--- src/design/fwtt_pkg.sv ---
package fwtt_pkg;

  // register file of the configuration port
  localparam int unsigned CFG_IDX_W  = 2;
  localparam int unsigned CFG_DATA_W = 16;
  localparam logic [CFG_IDX_W-1:0] REG_PARENT_ID     = 2'd0;
  localparam logic [CFG_IDX_W-1:0] REG_TIMEOUT_TICKS = 2'd1;

  localparam int unsigned ADDR_W    = 8;
  localparam int unsigned TIMEOUT_W = 16;
  localparam int unsigned PAY_W     = 32;
  localparam int unsigned NOW_W     = 31;
  localparam int unsigned DL_W      = 32;
  localparam int unsigned SLOT_W    = 4;
  localparam int unsigned REM_W     = 16;
  localparam int unsigned EV_W      = 3;

  localparam logic [ADDR_W-1:0]    PARENT_ID_RST     = 8'd2;
  localparam logic [TIMEOUT_W-1:0] TIMEOUT_TICKS_RST = 16'd1000;

  localparam int unsigned DEF_ENTRIES = 5;

  // stream widths
  localparam int unsigned IN_DATA_W  = 80;
  localparam int unsigned OUT_DATA_W = 56;

  // event codes
  localparam logic [EV_W-1:0] EV_NONE      = 3'd0;
  localparam logic [EV_W-1:0] EV_STORED    = 3'd1;
  localparam logic [EV_W-1:0] EV_FULL      = 3'd2;
  localparam logic [EV_W-1:0] EV_CONFIRMED = 3'd3;
  localparam logic [EV_W-1:0] EV_LATE      = 3'd4;
  localparam logic [EV_W-1:0] EV_TIMEOUT   = 3'd5;
  localparam logic [EV_W-1:0] EV_WAITING   = 3'd6;

  // sequencer states
  typedef enum logic [2:0] {
    ST_IDLE,
    ST_STORE,
    ST_CONF,
    ST_TICK,
    ST_FLUSH
  } state_t;

endpackage

--- src/design/forward_watch_timeout_table.sv ---
// Forward watch timeout table: tracks messages sent to the parent node and checks that the
// parent forwards each one before its deadline (now + timeout_ticks). A message to the parent
// takes the first free slot, a message from the parent confirms the first valid slot with the
// same payload (or reports it late if its deadline has passed), and a clock tick (in_tuser = 1)
// reports every valid slot as timed out or waiting. Each request yields one or more results;
// out_tlast marks the final one, and a request that causes no event yields a single "none"
// result. One request is handled at a time: a small sequencer walks the slots one per cycle,
// unless the result side stalls, through a single shared 33-bit adder (deadline computation
// and deadline compares). Configuration is written through cfg_wen / cfg_index / cfg_wdata
// (0 parent_id, 1 timeout_ticks); the user must write it only while the block is idle, as the
// block itself does not enforce this.
module forward_watch_timeout_table #(
  parameter int unsigned ENTRIES = fwtt_pkg::DEF_ENTRIES
) (
  input  logic                              clk,
  input  logic                              rst_n,
  // configuration port
  input  logic                              cfg_wen,
  input  logic [fwtt_pkg::CFG_IDX_W-1:0]    cfg_index,
  input  logic [fwtt_pkg::CFG_DATA_W-1:0]   cfg_wdata,
  // request channel
  input  logic                              in_tvalid,
  output logic                              in_tready,
  // tdata: msg_from[7:0], msg_to[15:8], payload[47:16], now[78:48], zero fill[79]
  input  logic [fwtt_pkg::IN_DATA_W-1:0]    in_tdata,
  // tuser: mode[0]
  input  logic                              in_tuser,
  // result channel
  output logic                              out_tvalid,
  input  logic                              out_tready,
  // tdata: slot[3:0], event_payload[35:4], remaining[51:36], zero fill[55:52]
  output logic [fwtt_pkg::OUT_DATA_W-1:0]   out_tdata,
  // tuser: event_res[2:0]
  output logic [fwtt_pkg::EV_W-1:0]         out_tuser,
  output logic                              out_tlast
);
  import fwtt_pkg::*;

  localparam int unsigned IDX_W = (ENTRIES > 1) ? $clog2(ENTRIES) : 1;
  localparam logic [IDX_W-1:0] LAST_IDX = IDX_W'(ENTRIES - 1);

  // configuration registers
  logic [ADDR_W-1:0]    parent_id_r;
  logic [TIMEOUT_W-1:0] timeout_r;

  // slot table
  logic [ENTRIES-1:0]   slot_valid_r;
  logic [PAY_W-1:0]     slot_pay_r [ENTRIES];
  logic [DL_W-1:0]      slot_dl_r  [ENTRIES];

  // latched request
  logic [PAY_W-1:0]     pay_r;
  logic [NOW_W-1:0]     now_r;
  logic                 from_par_r;

  // sequencer
  state_t               state_r, state_nxt;
  logic [IDX_W-1:0]     idx_r, idx_nxt;

  // pending result, held until the next one shows whether it is last
  logic                 pend_valid_r, pend_valid_nxt;
  logic [EV_W-1:0]      pend_ev_r;
  logic [SLOT_W-1:0]    pend_slot_r;
  logic [PAY_W-1:0]     pend_pay_r;
  logic [REM_W-1:0]     pend_rem_r;

  // output register
  logic                 out_valid_r, out_valid_nxt;
  logic [EV_W-1:0]      out_ev_r;
  logic [SLOT_W-1:0]    out_slot_r;
  logic [PAY_W-1:0]     out_pay_r;
  logic [REM_W-1:0]     out_rem_r;
  logic                 out_last_r;

  // request fields
  logic [ADDR_W-1:0]    in_from, in_to;
  logic [PAY_W-1:0]     in_pay;
  logic [NOW_W-1:0]     in_now;
  logic                 in_acc;

  // current slot
  logic                 cur_valid;
  logic [PAY_W-1:0]     cur_pay;
  logic [DL_W-1:0]      cur_dl;

  // shared adder
  logic [DL_W:0]        op_a, op_b, sum;
  logic                 cin;
  logic                 dl_lt_now, dl_eq_now;
  logic [REM_W-1:0]     rem_sat;

  // step results
  logic                 res_valid;
  logic [EV_W-1:0]      res_ev;
  logic [SLOT_W-1:0]    res_slot;
  logic [PAY_W-1:0]     res_pay;
  logic [REM_W-1:0]     res_rem;
  logic                 wr_store, wr_clear, done;
  logic                 can_emit, stall, flush_go, push_out;
  logic [EV_W-1:0]      push_ev;
  logic [SLOT_W-1:0]    push_slot;
  logic [PAY_W-1:0]     push_pay;
  logic [REM_W-1:0]     push_rem;
  logic                 push_last;

  assign in_from = in_tdata[7:0];
  assign in_to   = in_tdata[15:8];
  assign in_pay  = in_tdata[47:16];
  assign in_now  = in_tdata[78:48];

  assign in_tready = (state_r == ST_IDLE);
  assign in_acc    = in_tvalid && in_tready;

  assign cur_valid = slot_valid_r[idx_r];
  assign cur_pay   = slot_pay_r[idx_r];
  assign cur_dl    = slot_dl_r[idx_r];

  // shared adder: now + timeout on store, deadline - now otherwise
  always_comb begin
    if (state_r == ST_STORE) begin
      op_a = {2'b00, now_r};
      op_b = {17'd0, timeout_r};
      cin  = 1'b0;
    end else begin
      op_a = {1'b0, cur_dl};
      op_b = ~{2'b00, now_r};
      cin  = 1'b1;
    end
    sum = op_a + op_b + {{DL_W{1'b0}}, cin};
  end

  assign dl_lt_now = sum[DL_W];
  assign dl_eq_now = (sum == '0);
  assign rem_sat   = (sum[DL_W-1:REM_W] != '0) ? {REM_W{1'b1}} : sum[REM_W-1:0];

  assign can_emit = !out_valid_r || out_tready;

  // one scan step on the current slot
  always_comb begin
    res_valid = 1'b0;
    res_ev    = EV_NONE;
    res_slot  = SLOT_W'(idx_r);
    res_pay   = pay_r;
    res_rem   = '0;
    wr_store  = 1'b0;
    wr_clear  = 1'b0;
    done      = 1'b0;
    unique case (state_r)
      ST_STORE: begin
        if (!cur_valid) begin
          res_valid = 1'b1;
          res_ev    = EV_STORED;
          wr_store  = 1'b1;
          done      = 1'b1;
        end else if (idx_r == LAST_IDX) begin
          res_valid = 1'b1;
          res_ev    = EV_FULL;
          res_slot  = '0;
          done      = 1'b1;
        end
      end
      ST_CONF: begin
        if (cur_valid && (cur_pay == pay_r)) begin
          res_valid = 1'b1;
          done      = 1'b1;
          if (dl_lt_now) begin
            res_ev = EV_LATE;
          end else begin
            res_ev   = EV_CONFIRMED;
            wr_clear = 1'b1;
          end
        end else if (idx_r == LAST_IDX) begin
          done = 1'b1;
        end
      end
      ST_TICK: begin
        done = (idx_r == LAST_IDX);
        if (cur_valid) begin
          res_valid = 1'b1;
          res_pay   = cur_pay;
          if (dl_lt_now || dl_eq_now) begin
            res_ev   = EV_TIMEOUT;
            wr_clear = 1'b1;
          end else begin
            res_ev  = EV_WAITING;
            res_rem = rem_sat;
          end
        end
      end
      ST_IDLE, ST_FLUSH: begin
      end
      default: begin
      end
    endcase
  end

  // result hand-off: pending result moves out when a newer one arrives or at the end
  always_comb begin
    stall     = res_valid && pend_valid_r && !can_emit;
    flush_go  = (state_r == ST_FLUSH) && can_emit;
    push_out  = (res_valid && pend_valid_r && !stall) || flush_go;
    push_ev   = pend_ev_r;
    push_slot = pend_slot_r;
    push_pay  = pend_pay_r;
    push_rem  = pend_rem_r;
    push_last = flush_go;
    if (flush_go && !pend_valid_r) begin
      push_ev   = EV_NONE;
      push_slot = '0;
      push_pay  = '0;
      push_rem  = '0;
    end
    pend_valid_nxt = pend_valid_r;
    if (res_valid && !stall) begin
      pend_valid_nxt = 1'b1;
    end else if (flush_go) begin
      pend_valid_nxt = 1'b0;
    end
    out_valid_nxt = out_valid_r && !out_tready;
    if (push_out) begin
      out_valid_nxt = 1'b1;
    end
  end

  // next state
  always_comb begin
    state_nxt = state_r;
    unique case (state_r)
      ST_IDLE: begin
        if (in_acc) begin
          if (in_tuser) begin
            state_nxt = ST_TICK;
          end else if (in_to == parent_id_r) begin
            state_nxt = ST_STORE;
          end else if (in_from == parent_id_r) begin
            state_nxt = ST_CONF;
          end else begin
            state_nxt = ST_FLUSH;
          end
        end
      end
      ST_STORE: begin
        if (!stall && done) begin
          state_nxt = from_par_r ? ST_CONF : ST_FLUSH;
        end
      end
      ST_CONF, ST_TICK: begin
        if (!stall && done) begin
          state_nxt = ST_FLUSH;
        end
      end
      ST_FLUSH: begin
        if (can_emit) begin
          state_nxt = ST_IDLE;
        end
      end
      default: state_nxt = ST_IDLE;
    endcase
  end

  // slot pointer
  always_comb begin
    idx_nxt = '0;
    if ((state_nxt == state_r) &&
        ((state_r == ST_STORE) || (state_r == ST_CONF) || (state_r == ST_TICK))) begin
      idx_nxt = stall ? idx_r : idx_r + IDX_W'(1);
    end
  end

  // control registers
  always_ff @(posedge clk) begin
    if (!rst_n) begin
      state_r      <= ST_IDLE;
      idx_r        <= '0;
      pend_valid_r <= 1'b0;
      out_valid_r  <= 1'b0;
      slot_valid_r <= '0;
      parent_id_r  <= PARENT_ID_RST;
      timeout_r    <= TIMEOUT_TICKS_RST;
    end else begin
      state_r      <= state_nxt;
      idx_r        <= idx_nxt;
      pend_valid_r <= pend_valid_nxt;
      out_valid_r  <= out_valid_nxt;
      if (!stall && wr_store) begin
        slot_valid_r[idx_r] <= 1'b1;
      end else if (!stall && wr_clear) begin
        slot_valid_r[idx_r] <= 1'b0;
      end
      if (cfg_wen) begin
        case (cfg_index)
          REG_PARENT_ID:     parent_id_r <= cfg_wdata[ADDR_W-1:0];
          REG_TIMEOUT_TICKS: timeout_r   <= cfg_wdata[TIMEOUT_W-1:0];
          default: begin
          end
        endcase
      end
    end
  end

  // payload registers
  always_ff @(posedge clk) begin
    if (in_acc) begin
      pay_r      <= in_pay;
      now_r      <= in_now;
      from_par_r <= (in_from == parent_id_r);
    end
    if (!stall && wr_store) begin
      slot_pay_r[idx_r] <= pay_r;
      slot_dl_r[idx_r]  <= sum[DL_W-1:0];
    end
    if (res_valid && !stall) begin
      pend_ev_r   <= res_ev;
      pend_slot_r <= res_slot;
      pend_pay_r  <= res_pay;
      pend_rem_r  <= res_rem;
    end
    if (push_out) begin
      out_ev_r   <= push_ev;
      out_slot_r <= push_slot;
      out_pay_r  <= push_pay;
      out_rem_r  <= push_rem;
      out_last_r <= push_last;
    end
  end

  assign out_tvalid = out_valid_r;
  assign out_tdata  = {4'd0, out_rem_r, out_pay_r, out_slot_r};
  assign out_tuser  = out_ev_r;
  assign out_tlast  = out_last_r;

endmodule

--- config.mk ---
export PLATFORM = sky130hd
export DESIGN_NAME = forward_watch_timeout_table
export DESIGN_NICKNAME = d
export VERILOG_FILES = /design/src/design/fwtt_pkg.sv /design/src/design/forward_watch_timeout_table.sv
export SDC_FILE = /design/constraint.sdc
export NUM_CORES = 1
export LEC_CHECK = 0
export BUFFER_PORTS_ARGS = -buffer_cell sky130_fd_sc_hd__buf_2
export CORE_AREA = 4 4 221 223
export CTS_CLUSTER_DIAMETER = 150
export DETAILED_ROUTE_END_ITERATION = 7
export DIE_AREA = 0 0 225 227
export PLACE_DENSITY = 0.68
export SLEW_MARGIN = 40
export SYNTH_ARGS = -nofsm -noshare
export SYNTH_HDL_FRONTEND = slang
export SYNTH_SLANG_ARGS = --single-unit
--- constraint.sdc ---
create_clock -name clk -period 14.9 [get_ports clk]
set_clock_uncertainty 0.05 [all_clocks]
set_input_delay 1.49 -clock clk [delete_from_list [all_inputs] [get_ports clk]]
set_output_delay 1.49 -clock clk [all_outputs]
set_load 0.005 [all_outputs]
Word level (Yosys, flattened, before mapping)
Memories as Yosys holds them, arrays and structs flattened. A register that Yosys moved wholly into a read port is not among the register bits. Index checks and enable logic that the tools add are counted.

Flip-flop bits (word level): 212. RAM bits: 320. Bits of input ports: 104. Memories kept: 2.

Memories: slot_dl_r (words 5, width 32, read ports 1, clocked after memory_dff 1, write ports 1, line forward_watch_timeout_table.sv:49) `logic [DL_W-1:0] slot_dl_r [ENTRIES];`; slot_pay_r (words 5, width 32, read ports 1, clocked after memory_dff 1, write ports 1, line forward_watch_timeout_table.sv:48) `logic [PAY_W-1:0] slot_pay_r [ENTRIES];`.

Add/subtract/negate cells: 3. Order comparisons: 2. Eq/ne operators: 10. Multiplexer cells: 54. Bitwise logic cells: 6. Reduce and logical (&&, ||, !) cells: 36.

Operators by type and width (number): 32-bit two-way mux (3); 3-bit two-way mux (18); 33-bit by 1-bit adder with 33-bit output (1); 33-bit adder (1); 33-bit zero test (1); 33-bit two-way mux (1); 31-bit inverter with 33-bit output (1); 32-bit equality test (1); 1-bit two-way mux (19); 8-bit equality test (2); 16-bit two-way mux (1); 16-bit nonzero test (1); 1-bit logical AND (14); 3-bit case mux with 4 select lines (1); 5-bit two-way mux (2); 3-bit case mux with 3 select lines (1); 2-bit AND reduction (4); 3-bit by 2-bit equality test with 1-bit output, second input constant (2); 3-bit equality test, second input constant (2); 2-bit two-way mux (3); 1-bit case mux with 3 select lines (2); 5-bit bitwise AND (1); 1-bit zero test (5); 1-bit logical OR (5); other kinds (17) (19).

Longest topological paths before layout
Gate-level depths: netlist (run 1).

Depth in word-level cells: 15. Gate-level depth with buffers: 20. Gate-level depth less buffers: 17.

Least setup slack after synthesis (run 1)
OpenSTA, ideal clock, no wires.

Path kind: input-to-reg. Start point: input port out_tready. End point: register with a tool-made name. Setup time: 0.102 ns. Data arrival time: 8.824 ns. Data required time: 14.748 ns. Path slack: 5.924 ns. Stages on the path: 7. Cells stage by stage: nor2b_1 clkbuf_1 nand2_1 nand3_1 nor4_1 o21ai_0 a41oi_1.

RTL lines: start: declaration (line forward_watch_timeout_table.sv:30) `input logic out_tready,`.

==> flow_summary.ini, run 1 <==
[detailed_routing]
drt-wirelength-per-cell_um = 20.9
final_antenna_net_count = 0
drt_first_iter_violations = 1140
postRouteWirelength_um = 51000
drt-vias-per-instance = 5.70
route.detailed.drc = 0
drt_first_pass_iters = 5
via_count = 13945

[synth]
ys_warn_count = 0
async_reset_ff_frac = 0
ys_types = 80
postSynth.topFlopCell = edfxtp_1
area_of_the_mapped_netlist_um2 = 23200
netlist_instances = 1638
yosys_register_bits = 533
synth_edf_count = 493
syn-mean-instance-area_um2 = 14.2
synth-seq-area-share = 0.672

[clocking]
cts_sinks = 533
cts_resized = 0
number_of_buffers_created_by_cts = 54
clk_root_buffer_cell = clkbuf_16
htree_num_levels = 2
tritoncts = done
ctsHoldBuffers = 0
clk_latency_ns = 0.60
postcts_setup_bufs = 0
path_clk_slew_ns = 0.06
clk_path_buf_depth = 3

[global_route]
grt_pass1_vias = 13808
globalRouteOverflowTotal = 0
all_layer_gr_usage = 0.197
grt_first_pass_wirelength_um = 78200
maximum_number_of_pins_on_one_net_before_global_route_repair = 84
antenna_violations_before_repair = 0

[status]
status = completed

[worst_setup_path]
reg2regPathDepth = 16
crit_path_end_kind = flop
required_time_of_the_critical_path_ns = 15.16
timing_worst_setup_path_type = flop to flop
cp-start-kind = flop
worstPathArrival_ns = 7.15
timing.critical_path.fanout_max = 38
regToRegEndpoint = pend_rem_r[7]$_SDFFCE_PP0P_
r2r_slack_ns = 8.01

[floorplanning]
floorplan.rows = 79
floorplan.die.width_um = 225
io-pin-count = 166
floorplan.initialDensity = 0.499
fp.dieArea_um2 = 51100
core-area_um2 = 46600
die_y_um = 227

[timing]
final_min_period_over_clock_period = 0.462
slew_headroom = 0.446
final-max-slew-violation-count = 0
final.min_clock_period_ns = 6.89
grt_setup_unrepaired = false
setup_total_negative_slack_ns = 0
worst_hold_slack_ns = 0.404
report.final.setup_viol = 0
hold_violations = 0
clock.fmax_ghz = 0.145
tightestPinTransition_ns = 0.832

[run]
cap_viol_max_count = 0

[worst_hold_path]
hold_class = flop to flop
min_to = timeout_r[4]$_SDFFE_PN0P_
hold_path_depth = 2
hold_path.startpoint = timeout_r[4]$_SDFFE_PN0P_

[layout]
layout-area-overhead-vs-synth_pct = 13.4
antenna_cells = 0
postLayoutCoreUtil = 0.566
fill_cells = 3735
layout.cells.non_filler = 2446
num-nets-final = 1934
drive_above_1_share = 0.188

[power_and_ir_drop]
vdd.ir_drop.worst_uv = 118
power.static_leakage_nw = 9.38
power-per-cell-area_nw_per_um2 = 174

[place]
place_congestion = 0.884
io_buffers = 159
place_inst = 2347
dpl.hpwl_um = 32200
==> synthesized netlist by cell type (all sizes together), types with 3 or more instances <==
cell type | instances | share of area
a21oi | 92 | 0.020
o31ai | 4 | 0.0013
and2 | 9 | 0.0024
and3 | 3 | 0.00081
inv | 44 | 0.0071
a22oi | 4 | 0.0013
a21o | 13 | 0.0042
nand2b | 7 | 0.0019
or4 | 6 | 0.0021
a311oi | 4 | 0.0015
mux2 | 3 | 0.0015
edfxtp | 493 | 0.64
buf | 31 | 0.0077
o211ai | 5 | 0.0016
nor3 | 19 | 0.0041
nor2b | 62 | 0.017
nor2 | 100 | 0.016
a31oi | 23 | 0.0062
o21bai | 3 | 0.00097
nand4 | 16 | 0.0043
nor4 | 16 | 0.0055
a221o | 5 | 0.0022
dfxtp | 40 | 0.034
xor2 | 20 | 0.0075
a221oi | 5 | 0.0019
nand2 | 169 | 0.027
mux2i | 69 | 0.030
nand3 | 25 | 0.0054
a222oi | 3 | 0.0013
mux4 | 61 | 0.059
a2111oi | 5 | 0.0019
o21ai | 86 | 0.019
o21a | 4 | 0.0013
ha | 32 | 0.017
o211a | 3 | 0.0013
o22ai | 3 | 0.00081
a211oi | 5 | 0.0016
or3 | 7 | 0.0021
xnor2 | 45 | 0.017
o221ai | 4 | 0.0015
nand3b | 3 | 0.00097
clkbuf | 55 | 0.0089
==> cells by family (layout without fill, tap and decap cells) <==
family	count (synthesis)	in the layout	synth area share
AOI/OAI and AO/OA	288	288	0.0764
xor gates and xnor gates	65	65	0.0245
adders and majority gates	34	34	0.0190
buffers and inverters	131	328	0.0239
DFF	533	533	0.672
muxes	133	133	0.0903
other	1	5	0.000161
and+or+nand+nor	453	453	0.0938
==> layout by cell type, fill, tap and decap left out, types with 25 or more instances in the layout <==
| cell | instances |
|---|---|
| edfxtp_1 | 493 |
| nand2_1 | 169 |
| buf_2 | 161 |
| nor2_1 | 96 |
| a21oi_1 | 90 |
| o21ai_0 | 84 |
| mux2i_1 | 69 |
| nor2b_1 | 62 |
| mux4_2 | 61 |
| clkbuf_16 | 54 |
| xnor2_1 | 45 |
| inv_1 | 41 |
| dfxtp_1 | 38 |
| ha_1 | 32 |
| nand3_1 | 25 |
==> final cells by class <==
| cell class | instances | area (um^2) | area share |
|---|---|---|---|
| timing repair buffer | 184 | 997 | 0.0379 |
| inverter | 45 | 169 | 0.00641 |
| sequential | 533 | 15600 | 0.593 |
| clock buffer | 77 | 1450 | 0.0550 |
| tap | 607 | 759 | 0.0288 |
| clock inverter | 22 | 206 | 0.00784 |
| multi-input combinational | 978 | 7140 | 0.271 |
==> worst max-delay path by stage <==
stage                                              to  slack (ns)
after global placement         pend_ev_r[1]$_DFFE_PP_        7.70
after detailed placement  pend_rem_r[7]$_SDFFCE_PP0P_        7.77
after global routing      pend_rem_r[7]$_SDFFCE_PP0P_        7.66
final                     pend_rem_r[7]$_SDFFCE_PP0P_        8.01
after floorplan                                  flop        5.92
after CTS                 pend_rem_r[7]$_SDFFCE_PP0P_        7.75
==> sequential cells by signal, summed over array words and instances, names as in the netlist, named ones only <==
name	count
out_pay_r	32
pend_valid_r	1
pay_r	32
out_slot_r	3
slot_pay_r	160
out_tvalid	1
out_tuser	3
from_par_r	1
now_r	31
pend_pay_r	32
pend_ev_r	3
slot_dl_r	160
state_r	3
pend_slot_r	3
out_tlast	1
pend_rem_r	16
idx_r	3
parent_id_r	8
timeout_r	16
out_rem_r	16
==> stage by stage <==
step                cell area, um^2  power, mW  setup WS [ns]
detailed placement            24700       3.32           7.77
global placement              24700       3.28           7.70
global route                  26300       4.81           7.66
CTS                           26300       4.59           7.75
finish                        26300       4.57           8.01
floorplan                     23200       2.95           5.92
==> per-layer routing <==
metal  track usage  vias up  share of wire
met1         0.266     6933           0.42
met5             0        -              0
li1              -     6534              -
met3        0.0282       75          0.053
met4        0.0536        0          0.022
met2         0.340      403           0.50
==> where the power goes <==
part | switching (mW) | internal, mW
clock | 0.553 | 0.714
combinational | 0.849 | 0.426
sequential | 0.0581 | 1.97
==> worst max-delay path: stages (launching register included) <==
cell	delay, ns
dfxtp_4	0.34
buf_6	0.45
buf_4	0.72
mux4_2	0.59
mux2i_1	0.19
o21ai_0	0.16
fa_1	0.47
a21o_1	0.23
a221o_1	0.38
a32oi_2	0.32
a21oi_1	0.11
o311ai_1	0.49
inv_1	0.21
or4_1	0.53
or4_4	0.51
nor4_4	0.61
a21oi_1	0.20
No activity file was read; power rests on OpenSTA's default activity.
==> run 2: changes to the inputs <==
Settings changed: ABC_AREA set to 1, CORE_AREA 4 4 221 223 to 4 4 228 230, DIE_AREA 0 0 225 227 to 0 0 232 234, PLACE_DENSITY 0.68 to 0.7.
Clock period 14.9 ns to 5.75 ns, I/O delays scaled along.
==> flow_summary.ini, run 2 <==
[synth]
post_synth_main_area_contributors = edfxtp_1, nand2_1, nor2_1
ys_warn_count = 0
ys_types = 47
synth-seq-area-share = 0.633
yosysTopAreaCell = edfxtp_1
synth_most_common_cell = nand2_1
synth.top_cells.by_count = nand2_1, edfxtp_1, nor2_1
postSynth.topFlopCell = edfxtp_1
synth_edf_count = 493
syn-mean-instance-area_um2 = 9.70
area_of_the_mapped_netlist_um2 = 24700
yosys_register_bits = 533
synth_top_area_frac = 0.600
netlist_instances = 2543
async_reset_ff_frac = 0

[worst_setup_path]
required_time_of_the_critical_path_ns = 6.14
crit_path_end_kind = flop
worst_r2r_src = state_r[0]$_SDFF_PN0_
timing.critical_path.fanout_max = 62
r2r_slack_ns = 0.92
regToRegEndpoint = pend_rem_r[9]$_SDFFCE_PP0P_
worstPathArrival_ns = 5.22
cp-start-kind = flop
timing_worst_setup_path_type = flop to flop
reg2regPathDepth = 22

[timing]
hold_violations = 0
grt_setup_unrepaired = false
final.min_clock_period_ns = 4.83
final_min_period_over_clock_period = 0.840
worst_hold_slack_ns = 0.0626
tightestPinTransition_ns = 0.805
report.final.setup_viol = 0
clock.fmax_ghz = 0.207
postLayoutSetupSlackWorst_ns = 0.918
final-max-slew-violation-count = 0
setup_total_negative_slack_ns = 0
slew_headroom = 0.463

[clocking]
postcts_setup_bufs = 0
cts_resized = 0
tritoncts = done
ctsHoldBuffers = 0
clk_root_buffer_cell = clkbuf_16
clk_latency_ns = 0.64
htree_num_levels = 2
clk_path_buf_depth = 3
number_of_buffers_created_by_cts = 56
path_clk_slew_ns = 0.06
cts_sinks = 533

[global_route]
grt_first_pass_wirelength_um = 95300
globalRouteOverflowTotal = 0
grt_pass1_vias = 17328
antenna_violations_before_repair = 0
maximum_number_of_pins_on_one_net_before_global_route_repair = 103
all_layer_gr_usage = 0.226

[power_and_ir_drop]
seq_power_share = 0.363
power.static_leakage_nw = 11.7
design_power_total_mw = 17.4
p_int_mw = 10.2
vdd.ir_drop.worst_uv = 345
netSwitchingPower_mw = 7.17
power-per-cell-area_nw_per_um2 = 620
sw_frac_of_total = 0.412
pwr-share-comb = 0.431
power_frac_clock = 0.206

[detailed_routing]
route.detailed.drc = 0
drt_first_pass_iters = 7
via_count = 17999
drt_first_iter_violations = 1470
drt-vias-per-instance = 5.26
final_antenna_net_count = 0
postRouteWirelength_um = 61900
drt-wirelength-per-cell_um = 18.1

[worst_hold_path]
min_to = pay_r[30]$_DFFE_PP_
hold_path_depth = 1
hold_path.startpoint = in_tdata[46]
hold_class = input port to flop

[layout]
top_regs = slot_dl_r x160, slot_pay_r x160
postLayoutCoreUtil = 0.563
fin_area_um2 = 28000
final-seq-area_um2 = 15600
antenna_cells = 0
layout-area-overhead-vs-synth_pct = 13.7
layout_commonest_cell = nand2_1
most-common-layout-cells = nand2_1, edfxtp_1, nor2_1
drive_above_1_share = 0.128
layout.cells.non_filler = 3421
multiInputGateArea_um2 = 7420
fill_cells = 4310
num-nets-final = 2840

[run]
cap_viol_max_count = 0

[place]
dp_worst_setup_slack_ns = 0.928
total_placed_instance_area_um2 = 26200
dpl.hpwl_um = 41300
io_buffers = 159
place_congestion = 0.966
place_inst = 3316

[floorplanning]
floorplan.initialDensity = 0.495
die_y_um = 234
floorplan.die.width_um = 232
fp.dieArea_um2 = 54300
io-pin-count = 166
core-area_um2 = 49900
floorplan.rows = 82

[status]
status = completed
## run 2: layout make-up
| class | count | share of cell area |
|---|---|---|
| clock buffer | 77 | 0.0557 |
| clock inverter | 28 | 0.0109 |
| inverter | 316 | 0.0424 |
| multi-input combinational | 1603 | 0.265 |
| sequential | 533 | 0.557 |
| tap | 672 | 0.0300 |
| timing repair buffer | 192 | 0.0399 |
## run 2: per-layer routing
metal,vias to the layer above,GRT usage,wire length [um]
li1,8733,-,-
met1,8492,0.308,26800
met5,-,0,0
met2,646,0.372,29100
met3,128,0.0294,3940
met4,0,0.0861,2130
## run 2: worst max-delay path, stage by stage (launching register included)
cell and delay, ns:
dfxtp_1 0.33, inv_1 0.10, nor2_1 0.07, nand2_2 0.19
inv_1 0.17, buf_12 0.23, nand2_1 0.08, o21ai_0 0.11
fa_1 0.54, fa_1 0.56, nand3_1 0.13, nand3_1 0.18
nand2_1 0.10, nand2_1 0.12, nand2_1 0.08, nand2_1 0.06
xor2_1 0.36, nor2_1 0.09, nand2_1 0.13, nor2_1 0.06
nand3_1 0.22, nand3_2 0.39, a31oi_1 0.30
## run 2: how the worst max path moves through the flow
stage | start | end | cells after the start
after global placement | state_r[2]$_SDFF_PN0_ | pend_ev_r[1]$_DFFE_PP_ | 22
after detailed placement | state_r[0]$_SDFF_PN0_ | pend_ev_r[1]$_DFFE_PP_ | 23
after CTS | state_r[0]$_SDFF_PN0_ | pend_rem_r[9]$_SDFFCE_PP0P_ | 22
after floorplan | idx_r[0]$_SDFFE_PN0N_ | pend_ev_r[0]$_DFFE_PP_ | 12
after global routing | state_r[2]$_SDFF_PN0_ | pend_rem_r[8]$_SDFFCE_PP0P_ | 21
final | state_r[0]$_SDFF_PN0_ | pend_rem_r[9]$_SDFFCE_PP0P_ | 22
## run 2: power by group through the flow
stage,Combinational [mW],Clock (mW),Sequential (mW)
after detailed placement,7.42,0,6.39
after global routing,8.47,3.83,6.37
final,7.49,3.59,6.31
after CTS,7.47,3.66,6.31
after floorplan,5.14,0,6.30
after global placement,7.28,0,6.36
## run 2: kinds of logic after synthesis
family	after synthesis	synth area share
buf+inv	411	0.0687
compound gates	334	0.0721
xor+xnor	14	0.00497
flops	533	0.633
fa+ha+maj	34	0.0179
other cells	1	0.000152
simple gates	1216	0.203
